`config.mk`:
```
export PLATFORM = sky130hd
export DESIGN_NAME = text_display_buffer_autoscroll
export DESIGN_NICKNAME = d
export VERILOG_FILES = /design/src/rtl/core/tdb_pkg.sv /design/src/rtl/core/text_display_buffer_autoscroll.sv /design/src/rtl/core/tdb_ram.sv /design/src/rtl/core/tdb_div.sv /design/src/rtl/core/tdb_ctrl.sv /design/src/rtl/core/tdb_dpath.sv
export SDC_FILE = /design/constraint.sdc
export NUM_CORES = 2
export LEC_CHECK = 0
export ABC_AREA = 1
export BUFFER_PORTS_ARGS = -buffer_cell sky130_fd_sc_hd__buf_2
export CELL_PAD_IN_SITES_DETAIL_PLACEMENT = 1
export CELL_PAD_IN_SITES_GLOBAL_PLACEMENT = 2
export CORE_MARGIN = 2
export CORE_UTILIZATION = 41
export CTS_CLUSTER_SIZE = 10
export DETAILED_ROUTE_END_ITERATION = 10
export MAX_ROUTING_LAYER = met4
export PLACE_DENSITY = 0.86
export SLEW_MARGIN = 20
export SYNTH_ARGS = -nofsm -noshare
export SYNTH_HDL_FRONTEND = slang
export SYNTH_SLANG_ARGS = --single-unit
```
`constraint.sdc`:
```
create_clock -name clk -period 9 [get_ports clk]
set_clock_uncertainty 0.05 [all_clocks]
set_input_delay 2.7 -clock clk [delete_from_list [all_inputs] [get_ports clk]]
set_output_delay 2.7 -clock clk [all_outputs]
set_load 0.01 [all_outputs]
```
`src/rtl/core/tdb_pkg.sv`:
```
// Shared constants, types and command/status structures for the text display buffer.
package tdb_pkg;

  localparam int MAX_COLUMNS = 32;
  localparam int MAX_ROWS    = 4;
  localparam int STORE_DEPTH = MAX_COLUMNS * MAX_ROWS;
  localparam int ADDR_W      = $clog2(STORE_DEPTH);
  localparam int COL_W       = $clog2(MAX_COLUMNS + 1);
  localparam int ROW_W       = $clog2(MAX_ROWS + 1);
  localparam int CNT_W       = $clog2(STORE_DEPTH + 1);
  localparam int CHAR_W      = 8;
  localparam int DIVD_W      = 9;
  localparam int DIVS_W      = 8;
  localparam int STEP_W      = $clog2(DIVD_W + 1);

  localparam logic [CHAR_W-1:0] SPACE_CHAR = 8'h20;

  localparam logic [2:0] OP_WRITE  = 3'd0;
  localparam logic [2:0] OP_SETCUR = 3'd1;
  localparam logic [2:0] OP_CLEAR  = 3'd2;
  localparam logic [2:0] OP_HOME   = 3'd3;
  localparam logic [2:0] OP_READ   = 3'd4;

  localparam logic [1:0] CFG_COLUMNS    = 2'd0;
  localparam logic [1:0] CFG_ROWS       = 2'd1;
  localparam logic [1:0] CFG_AUTOSCROLL = 2'd2;

  typedef enum logic [3:0] {
    S_IDLE,
    S_WR_GO,
    S_WR_WAIT,
    S_WR_APPLY,
    S_RD_GO,
    S_RD_WAIT,
    S_RD_ISSUE,
    S_RD_CAPTURE,
    S_SC_GO1,
    S_SC_WAIT1,
    S_SC_GO2,
    S_SC_WAIT2,
    S_SC_APPLY,
    S_CLEAR,
    S_HOME,
    S_DONE
  } state_t;

  typedef enum logic [1:0] {
    DIV_WS,
    DIV_COL,
    DIV_ROW
  } div_sel_t;

  typedef struct packed {
    logic     load;
    logic     div_start;
    div_sel_t div_sel;
    logic     hold_col;
    logic     write_apply;
    logic     read_issue;
    logic     read_capture;
    logic     setcur_apply;
    logic     clear;
    logic     home;
  } cmd_t;

  typedef struct packed {
    logic div_done;
    logic read_in_range;
  } status_t;

endpackage

```
`src/rtl/core/text_display_buffer_autoscroll.sv`:
```
// Top level of the character display buffer with cursor, line wrap and autoscroll.
//
//  Channel   Signals                                   Transfer condition
//  command   start, busy, operation, char_code,        start high while busy low
//            column, row
//  result    done, cell_char, cursor_column,           done high (one cycle)
//            cursor_row, scrolling
//  config    cfg_valid, cfg_ready, cfg_index, cfg_data cfg_valid and cfg_ready high
//
// Write, read and set cursor use a shared restoring divider: a set cursor runs two
// divisions, while a clear, home, out-of-range read or unused code runs none.
// Reset is synchronous and active high; the store reads as spaces after reset and
// after a clear, as the per-cell valid flags are all cleared at once.
// The receiver cannot stall; each result is shown for exactly one cycle.
module text_display_buffer_autoscroll (
  input  logic       clk,
  input  logic       rst,
  input  logic       start,
  output logic       busy,
  input  logic [2:0] operation,
  input  logic [7:0] char_code,
  input  logic [7:0] column,
  input  logic [7:0] row,
  output logic       done,
  output logic [7:0] cell_char,
  output logic [4:0] cursor_column,
  output logic [1:0] cursor_row,
  output logic       scrolling,
  input  logic       cfg_valid,
  output logic       cfg_ready,
  input  logic [1:0] cfg_index,
  input  logic [5:0] cfg_data
);
  import tdb_pkg::*;

  cmd_t    cmd;
  status_t status;

  assign cfg_ready = 1'b1;

  tdb_ctrl u_ctrl (
    .clk       (clk),
    .rst       (rst),
    .start     (start),
    .operation (operation),
    .status    (status),
    .cmd       (cmd),
    .busy      (busy),
    .done      (done)
  );

  tdb_dpath u_dpath (
    .clk           (clk),
    .rst           (rst),
    .cmd           (cmd),
    .status        (status),
    .char_code     (char_code),
    .column        (column),
    .row           (row),
    .cfg_valid     (cfg_valid),
    .cfg_index     (cfg_index),
    .cfg_data      (cfg_data),
    .cell_char     (cell_char),
    .cursor_column (cursor_column),
    .cursor_row    (cursor_row),
    .scrolling     (scrolling)
  );

endmodule

```
`src/rtl/core/tdb_ram.sv`:
```
// Generic single-port-write, registered-read RAM.
module tdb_ram #(
  parameter int WIDTH = 8,
  parameter int DEPTH = 128
) (
  input  logic                     clk,
  input  logic                     we,
  input  logic [$clog2(DEPTH)-1:0] waddr,
  input  logic [WIDTH-1:0]         wdata,
  input  logic [$clog2(DEPTH)-1:0] raddr,
  output logic [WIDTH-1:0]         rdata
);

  logic [WIDTH-1:0] mem [DEPTH];

  always_ff @(posedge clk) begin
    if (we) begin
      mem[waddr] <= wdata;
    end
    rdata <= mem[raddr];
  end

endmodule

```
`src/rtl/core/tdb_div.sv`:
```
// Restoring divider producing one quotient bit per cycle.
module tdb_div (
  input  logic                       clk,
  input  logic                       rst,
  input  logic                       start,
  input  logic [tdb_pkg::DIVD_W-1:0] dividend,
  input  logic [tdb_pkg::DIVS_W-1:0] divisor,
  output logic                       done,
  output logic [tdb_pkg::DIVD_W-1:0] quotient,
  output logic [tdb_pkg::DIVS_W-1:0] remainder
);
  import tdb_pkg::*;

  logic              active;
  logic [STEP_W-1:0] steps;
  logic [DIVS_W-1:0] dsr;
  logic [DIVD_W-1:0] quo;
  logic [DIVS_W-1:0] rem;
  logic [DIVS_W:0]   trial;
  logic [DIVS_W:0]   diff;
  logic              take;

  assign trial = {rem, quo[DIVD_W-1]};
  assign diff  = trial - {1'b0, dsr};
  assign take  = trial >= {1'b0, dsr};

  always_ff @(posedge clk) begin
    if (rst) begin
      active <= 1'b0;
      steps  <= '0;
    end else if (start) begin
      active <= 1'b1;
      steps  <= STEP_W'(DIVD_W);
    end else if (active) begin
      steps <= steps - STEP_W'(1);
      if (steps == STEP_W'(1)) begin
        active <= 1'b0;
      end
    end
  end

  always_ff @(posedge clk) begin
    if (start) begin
      dsr <= divisor;
      quo <= dividend;
      rem <= '0;
    end else if (active) begin
      quo <= {quo[DIVD_W-2:0], take};
      rem <= take ? diff[DIVS_W-1:0] : trial[DIVS_W-1:0];
    end
  end

  assign done      = active && (steps == STEP_W'(1));
  assign quotient  = quo;
  assign remainder = rem;

endmodule

```
`src/rtl/core/tdb_ctrl.sv`:
```
// Controller state machine sequencing each operation of the display buffer.
module tdb_ctrl (
  input  logic             clk,
  input  logic             rst,
  input  logic             start,
  input  logic [2:0]       operation,
  input  tdb_pkg::status_t status,
  output tdb_pkg::cmd_t    cmd,
  output logic             busy,
  output logic             done
);
  import tdb_pkg::*;

  state_t state;
  state_t state_next;

  always_ff @(posedge clk) begin
    if (rst) begin
      state <= S_IDLE;
    end else begin
      state <= state_next;
    end
  end

  always_comb begin
    state_next = state;
    case (state)
      S_IDLE: begin
        if (start) begin
          case (operation)
            OP_WRITE:  state_next = S_WR_GO;
            OP_SETCUR: state_next = S_SC_GO1;
            OP_CLEAR:  state_next = S_CLEAR;
            OP_HOME:   state_next = S_HOME;
            OP_READ:   state_next = S_RD_GO;
            default:   state_next = S_DONE;
          endcase
        end
      end
      S_WR_GO:      state_next = S_WR_WAIT;
      S_WR_WAIT:    if (status.div_done) state_next = S_WR_APPLY;
      S_WR_APPLY:   state_next = S_DONE;
      S_RD_GO:      state_next = status.read_in_range ? S_RD_WAIT : S_DONE;
      S_RD_WAIT:    if (status.div_done) state_next = S_RD_ISSUE;
      S_RD_ISSUE:   state_next = S_RD_CAPTURE;
      S_RD_CAPTURE: state_next = S_DONE;
      S_SC_GO1:     state_next = S_SC_WAIT1;
      S_SC_WAIT1:   if (status.div_done) state_next = S_SC_GO2;
      S_SC_GO2:     state_next = S_SC_WAIT2;
      S_SC_WAIT2:   if (status.div_done) state_next = S_SC_APPLY;
      S_SC_APPLY:   state_next = S_DONE;
      S_CLEAR:      state_next = S_DONE;
      S_HOME:       state_next = S_DONE;
      S_DONE:       state_next = S_IDLE;
      default:      state_next = S_IDLE;
    endcase
  end

  always_comb begin
    cmd  = '0;
    busy = 1'b1;
    done = 1'b0;
    case (state)
      S_IDLE: begin
        busy     = 1'b0;
        cmd.load = start;
      end
      S_WR_GO: begin
        cmd.div_start = 1'b1;
        cmd.div_sel   = DIV_WS;
      end
      S_WR_APPLY:   cmd.write_apply = 1'b1;
      S_RD_GO: begin
        cmd.div_start = status.read_in_range;
        cmd.div_sel   = DIV_WS;
      end
      S_RD_ISSUE:   cmd.read_issue = 1'b1;
      S_RD_CAPTURE: cmd.read_capture = 1'b1;
      S_SC_GO1: begin
        cmd.div_start = 1'b1;
        cmd.div_sel   = DIV_COL;
      end
      S_SC_GO2: begin
        cmd.div_start = 1'b1;
        cmd.div_sel   = DIV_ROW;
        cmd.hold_col  = 1'b1;
      end
      S_SC_APPLY:   cmd.setcur_apply = 1'b1;
      S_CLEAR:      cmd.clear = 1'b1;
      S_HOME:       cmd.home = 1'b1;
      S_DONE:       done = 1'b1;
      default:      cmd = '0;
    endcase
  end

endmodule

```
`src/rtl/core/tdb_dpath.sv`:
```
// Datapath holding the cell store, cursor, window offset and configuration.
module tdb_dpath (
  input  logic                       clk,
  input  logic                       rst,
  input  tdb_pkg::cmd_t              cmd,
  output tdb_pkg::status_t           status,
  input  logic [7:0]                 char_code,
  input  logic [7:0]                 column,
  input  logic [7:0]                 row,
  input  logic                       cfg_valid,
  input  logic [1:0]                 cfg_index,
  input  logic [5:0]                 cfg_data,
  output logic [7:0]                 cell_char,
  output logic [4:0]                 cursor_column,
  output logic [1:0]                 cursor_row,
  output logic                       scrolling
);
  import tdb_pkg::*;

  logic [COL_W-1:0]       cfg_cols;
  logic [ROW_W-1:0]       cfg_rows;
  logic                   cfg_auto;
  logic [COL_W-1:0]       cols;
  logic [ROW_W-1:0]       rows;
  logic [CNT_W-1:0]       count;

  logic [ADDR_W-1:0]      ws;
  logic [4:0]             cur_col;
  logic [1:0]             cur_row;
  logic                   scroll_mode;
  logic [STORE_DEPTH-1:0] valid;
  logic [CHAR_W-1:0]      char_l;
  logic [7:0]             col_l;
  logic [7:0]             row_l;
  logic [4:0]             col_hold;
  logic [CHAR_W-1:0]      cell_reg;
  logic                   rd_valid;

  logic                   div_done;
  logic [DIVD_W-1:0]      div_dividend;
  logic [DIVS_W-1:0]      div_divisor;
  logic [DIVD_W-1:0]      div_quo;
  logic [DIVS_W-1:0]      div_rem;

  logic [ADDR_W-1:0]      wsm;
  logic [4:0]             cc;
  logic [1:0]             cr;
  logic [COL_W-1:0]       col_inc;
  logic [ROW_W-1:0]       row_inc;
  logic [CNT_W-1:0]       wsm_inc;
  logic [CNT_W-1:0]       logical_wr;
  logic [CNT_W-1:0]       logical_rd;
  logic [CNT_W-1:0]       sum_wr;
  logic [CNT_W-1:0]       sum_rd;
  logic [ADDR_W-1:0]      wr_cursor_addr;
  logic [ADDR_W-1:0]      waddr;
  logic [ADDR_W-1:0]      raddr;
  logic [CHAR_W-1:0]      rdata;

  always_comb begin
    if (cfg_cols == '0) begin
      cols = COL_W'(1);
    end else if (cfg_cols > COL_W'(MAX_COLUMNS)) begin
      cols = COL_W'(MAX_COLUMNS);
    end else begin
      cols = cfg_cols;
    end
    if (cfg_rows == '0) begin
      rows = ROW_W'(1);
    end else if (cfg_rows > ROW_W'(MAX_ROWS)) begin
      rows = ROW_W'(MAX_ROWS);
    end else begin
      rows = cfg_rows;
    end
  end

  assign count = CNT_W'({2'b00, cols} * {5'b00000, rows});

  always_ff @(posedge clk) begin
    if (rst) begin
      cfg_cols <= COL_W'(20);
      cfg_rows <= ROW_W'(4);
      cfg_auto <= 1'b0;
    end else if (cfg_valid) begin
      case (cfg_index)
        CFG_COLUMNS:    cfg_cols <= cfg_data;
        CFG_ROWS:       cfg_rows <= cfg_data[ROW_W-1:0];
        CFG_AUTOSCROLL: cfg_auto <= cfg_data[0];
        default:        cfg_auto <= cfg_auto;
      endcase
    end
  end

  always_comb begin
    case (cmd.div_sel)
      DIV_WS: begin
        div_dividend = {2'b00, ws};
        div_divisor  = count;
      end
      DIV_COL: begin
        div_dividend = {1'b0, col_l};
        div_divisor  = {2'b00, cols};
      end
      DIV_ROW: begin
        div_dividend = {1'b0, row_l} + {1'b0, div_quo[7:0]};
        div_divisor  = {5'b00000, rows};
      end
      default: begin
        div_dividend = '0;
        div_divisor  = DIVS_W'(1);
      end
    endcase
  end

  tdb_div u_div (
    .clk       (clk),
    .rst       (rst),
    .start     (cmd.div_start),
    .dividend  (div_dividend),
    .divisor   (div_divisor),
    .done      (div_done),
    .quotient  (div_quo),
    .remainder (div_rem)
  );

  assign status.div_done      = div_done;
  assign status.read_in_range = (col_l < {2'b00, cols}) && (row_l < {5'b00000, rows});

  assign wsm = div_rem[ADDR_W-1:0];

  assign cc = ({1'b0, cur_col} >= cols) ? 5'd0 : cur_col;
  assign cr = ({1'b0, cur_row} >= rows) ? 2'd0 : cur_row;
  assign col_inc = {1'b0, cc} + COL_W'(1);
  assign row_inc = {1'b0, cr} + ROW_W'(1);
  assign wsm_inc = {1'b0, wsm} + CNT_W'(1);

  assign logical_wr = CNT_W'({6'b000000, cr} * {2'b00, cols}) + {3'b000, cc};
  assign logical_rd = CNT_W'({6'b000000, row_l[1:0]} * {2'b00, cols}) + {3'b000, col_l[4:0]};
  assign sum_wr = {1'b0, wsm} + logical_wr;
  assign sum_rd = {1'b0, wsm} + logical_rd;

  always_comb begin
    if (sum_wr >= count) begin
      wr_cursor_addr = ADDR_W'(sum_wr - count);
    end else begin
      wr_cursor_addr = sum_wr[ADDR_W-1:0];
    end
    if (sum_rd >= count) begin
      raddr = ADDR_W'(sum_rd - count);
    end else begin
      raddr = sum_rd[ADDR_W-1:0];
    end
  end

  assign waddr = scroll_mode ? wsm : wr_cursor_addr;

  tdb_ram #(
    .WIDTH (CHAR_W),
    .DEPTH (STORE_DEPTH)
  ) u_store (
    .clk   (clk),
    .we    (cmd.write_apply),
    .waddr (waddr),
    .wdata (char_l),
    .raddr (raddr),
    .rdata (rdata)
  );

  always_ff @(posedge clk) begin
    if (rst) begin
      ws          <= '0;
      cur_col     <= '0;
      cur_row     <= '0;
      scroll_mode <= 1'b0;
      valid       <= '0;
      cell_reg    <= '0;
    end else begin
      if (cmd.load) begin
        cell_reg <= '0;
      end
      if (cmd.write_apply) begin
        valid[waddr] <= 1'b1;
        if (scroll_mode) begin
          ws <= (wsm_inc == count) ? '0 : wsm_inc[ADDR_W-1:0];
        end else if (col_inc >= cols) begin
          cur_col <= '0;
          if (row_inc >= rows) begin
            cur_row     <= '0;
            scroll_mode <= cfg_auto;
          end else begin
            cur_row <= row_inc[1:0];
          end
        end else begin
          cur_col <= col_inc[4:0];
          cur_row <= cr;
        end
      end
      if (cmd.read_capture) begin
        cell_reg <= rd_valid ? rdata : SPACE_CHAR;
      end
      if (cmd.setcur_apply) begin
        cur_col     <= col_hold;
        cur_row     <= div_rem[1:0];
        scroll_mode <= 1'b0;
      end
      if (cmd.clear) begin
        valid       <= '0;
        ws          <= '0;
        cur_col     <= '0;
        cur_row     <= '0;
        scroll_mode <= 1'b0;
      end
      if (cmd.home) begin
        cur_col     <= '0;
        cur_row     <= '0;
        scroll_mode <= 1'b0;
      end
    end
  end

  always_ff @(posedge clk) begin
    if (cmd.load) begin
      char_l <= char_code;
      col_l  <= column;
      row_l  <= row;
    end
    if (cmd.hold_col) begin
      col_hold <= div_rem[4:0];
    end
    if (cmd.read_issue) begin
      rd_valid <= valid[raddr];
    end
  end

  assign cell_char     = cell_reg;
  assign cursor_column = cur_col;
  assign cursor_row    = cur_row;
  assign scrolling     = scroll_mode;

endmodule

```
==> qor.txt <==
status - completed
final setup violation count - 0
Synth area leaders - edfxtp_1 (55%), nand2_1 (10%), nand3_1 (9.6%)
most used cell, CP - nand2_1
Min-Delay Path Class - reg -> reg
Area Growth Syn to Fin - 11.5%
Slew headroom - 0.238
core region area - 142,000 sq um
adder-cell share of the synthesized area - 0.0286
design area - 65,600 sq um
Synth top cells by count - nand2_1 (1,606), inv_1 (1,331), nand3_1 (1,132)
routability cong. - 0.881
antenna violations before repair - 1
top_reg_cell synth - edfxtp_1
die area - 147,000 sq um
Pre-antenna DRT Iters - 6
Post-synth ARST share - 0
Max Cap Viol - 0
slowest cell on the critical path - nor2_2
total track usage - 0.256
CP Class - reg -> reg
area taken by multi-input logic gates - 16,600 sq um
Final min period - 8.14 ns
vias in the first global route - 45.4k
Yosys top cell by area - edfxtp_1
CP Launch Type - register
Initial Util - 0.414
Ports - 58
CTS tree - done
xor/xnor share of the synthesized area - 0.00536
Hold Path Stages - 2
clock buffer depth - 3
chip width - 383 um
Mean Syn Cell Area - 9.35 sq um
required time worst endpoint - 9.39 ns
unrepaired setup endpoints after global routing - false
Netlist cell types - 56
Mapped Nets - 6,447
Post-route DRC - 0
IO Port Bufs - 56
Post-synth EDFFs - 1,071
Compound-Gate Fraction of Synth Area - 0.0295
fin. max-slew vios - 0
crit-path max cell delay - 0.82 ns
mux cell area share after synthesis - 0
cts hold-fix bufs - 0
vias per inst - 5.23
Reg clk slew, reported paths - 0.05 ns
WL final - 182 mm
# diodes - 0
f_max - 0.123 GHz
first-pass GRT wire length - 278 mm
Mapped Area - 58,800 sq um
fraction of layout cells with a size suffix above 1 - 0.0585
WL/cell - 21.9 um
Setup crit end kind - register
fill count - 16.1k
Die Ht - 383 um
Post-CTS Resized - 0
sequential element share of the synthesized area - 0.610
clk_lat worst skew - 0.78 ns
largest net degree at the start of global routing - 145
final hold violation count - 0
Gate Count Post-Synth - 6,292
crit-path max FO - 8
Detailed Place HPWL - 112 mm
worst path arrival time - 8.53 ns
H-Tree Depth - 4
Synth top area share - 0.547
dpl cell area - 61,200 sq um
largest family of logic cells by synthesized area - simple AND/OR/NAND/NOR gates
gr ovfl total - 0
Slew @ Worst Pin - 1.14 ns
initial DRC count - 3,843
Layout Nets - 6,470
post-CTS setup buffers - 0
clock buffers created by TritonCTS - 147
most common cell in the synthesized netlist - nand2_1
via count - 43.5k
post-synthesis simple-gate area fraction - 0.217
root buffer cell - clkbuf_16
Antenna Nets Post-Route - 0
FF+latch count, synth - 1,257
row cnt - 138
cells on worst reg2reg path - 34
register area - 35,900 sq um
Yosys warning count - 0
Final period util - 0.904
setup TNS - 0 ns
clk sinks - 1,257
## through the flow
stage	std cells	hold WS (ns)	setup WS [ns]	util
floorplan	6292	0.374	2.78	-
global placement	8055	0.393	1.15	0.431
detailed placement	8055	0.398	1.01	0.431
CTS	8315	0.405	0.971	0.462
global route	8316	0.422	0.424	0.462
finish	8316	0.407	0.862	0.462
## routing by layer
metal  GRT usage  share of wire  up-vias
li1            -              -    20200
met1       0.337           0.44    21800
met2       0.416           0.48     1156
met3      0.0321          0.054      299
met4      0.0766          0.029        0
met5           -              0        -
## worst max-delay path, delay by kind of cell (launching register included)
family	cells	cell delay, ns
and+or+nand+nor	12	2.26
xor gates and xnor gates	1	0.09
AOI/OAI and AO/OA	9	1.41
adders and majority gates	6	2.33
DFF	1	0.43
buffers and inverters	6	1.21
## layout by cell type, fill, tap and decap left out, types with 4 or more instances in the layout
cell type and n:
nor2_1 142, o21ai_4 5, fa_1 31, nand3_1 1132, nor3_1 10, clkbuf_8 9, a21oi_1 195, edfxtp_1 1071
inv_1 1331, o22ai_1 4, or2_2 4, dfxtp_1 186, inv_2 5, buf_12 25, clkbuf_1 89, clkinv_1 6
inv_6 4, xor2_1 20, a221oi_1 4, o21ai_0 42, ha_1 85, a21o_1 4, o21ai_2 5, a31oi_1 7
buf_2 56, nand3b_1 8, nor2_2 20, nand2_1 1606, nor2_4 4, o2111ai_1 4, nand4_1 13, clkbuf_16 152
buf_4 68, xnor2_1 16, o211ai_1 15, o21ai_1 5
## cell families (layout without fill, tap and decap cells)
family | after synthesis | after routing
other | 1 | 1
buffers and inverters | 1619 | 1753
xor gates and xnor gates | 36 | 36
DFF | 1257 | 1257
and+or+nand+nor | 2955 | 2955
adders and majority gates | 116 | 116
AOI/OAI and AO/OA | 308 | 308
## registers in the layout (all words and copies together) (netlist names)
| register | cells |
|---|---|
| u_dpath.char_l | 8 |
| u_dpath.cfg_auto | 1 |
| u_dpath.u_store.rdata | 8 |
| u_dpath.cursor_column | 5 |
| u_dpath.col_l | 8 |
| u_dpath.rd_valid | 1 |
| u_dpath.cursor_row | 2 |
| u_ctrl.state | 4 |
| u_dpath.col_hold | 5 |
| u_dpath.row_l | 8 |
| u_dpath.valid | 128 |
| u_dpath.u_store.mem | 1024 |
| u_dpath.u_div.remainder | 8 |
| u_dpath.cfg_cols | 6 |
| u_dpath.cell_char | 8 |
| u_dpath.ws | 7 |
| u_dpath.cfg_rows | 3 |
| u_dpath.u_div.dsr | 8 |
| u_dpath.u_div.steps | 4 |
| u_dpath.scrolling | 1 |
| u_dpath.u_div.quotient | 9 |
| u_dpath.u_div.active | 1 |
## worst paths after layout
| kind | startpoint | to | slack, ns |
|---|---|---|---|
| min | u_dpath.valid[38] | u_dpath.valid[38] | 0.41 |
| max reg2reg | u_dpath.cfg_rows[2] | u_dpath.u_store.mem[107][3] | 0.86 |
| max | u_dpath.cfg_rows[2] | u_dpath.u_store.mem[107][3] | 0.86 |
| min reg2reg | u_dpath.valid[38] | u_dpath.valid[38] | 0.41 |
## layout make-up
class                           count  area share
Clock inverter                     10     0.00210
Clock buffer                      250      0.0650
Multi-Input combinational cell   3416       0.253
Timing Repair Buffer              150      0.0201
Tap cell                         1890      0.0361
Sequential cell                  1257       0.547
Inverter                         1343      0.0770
Power is not shown: default switching activity piles up to over one toggle a cycle in this logic, so the estimate is an artifact.
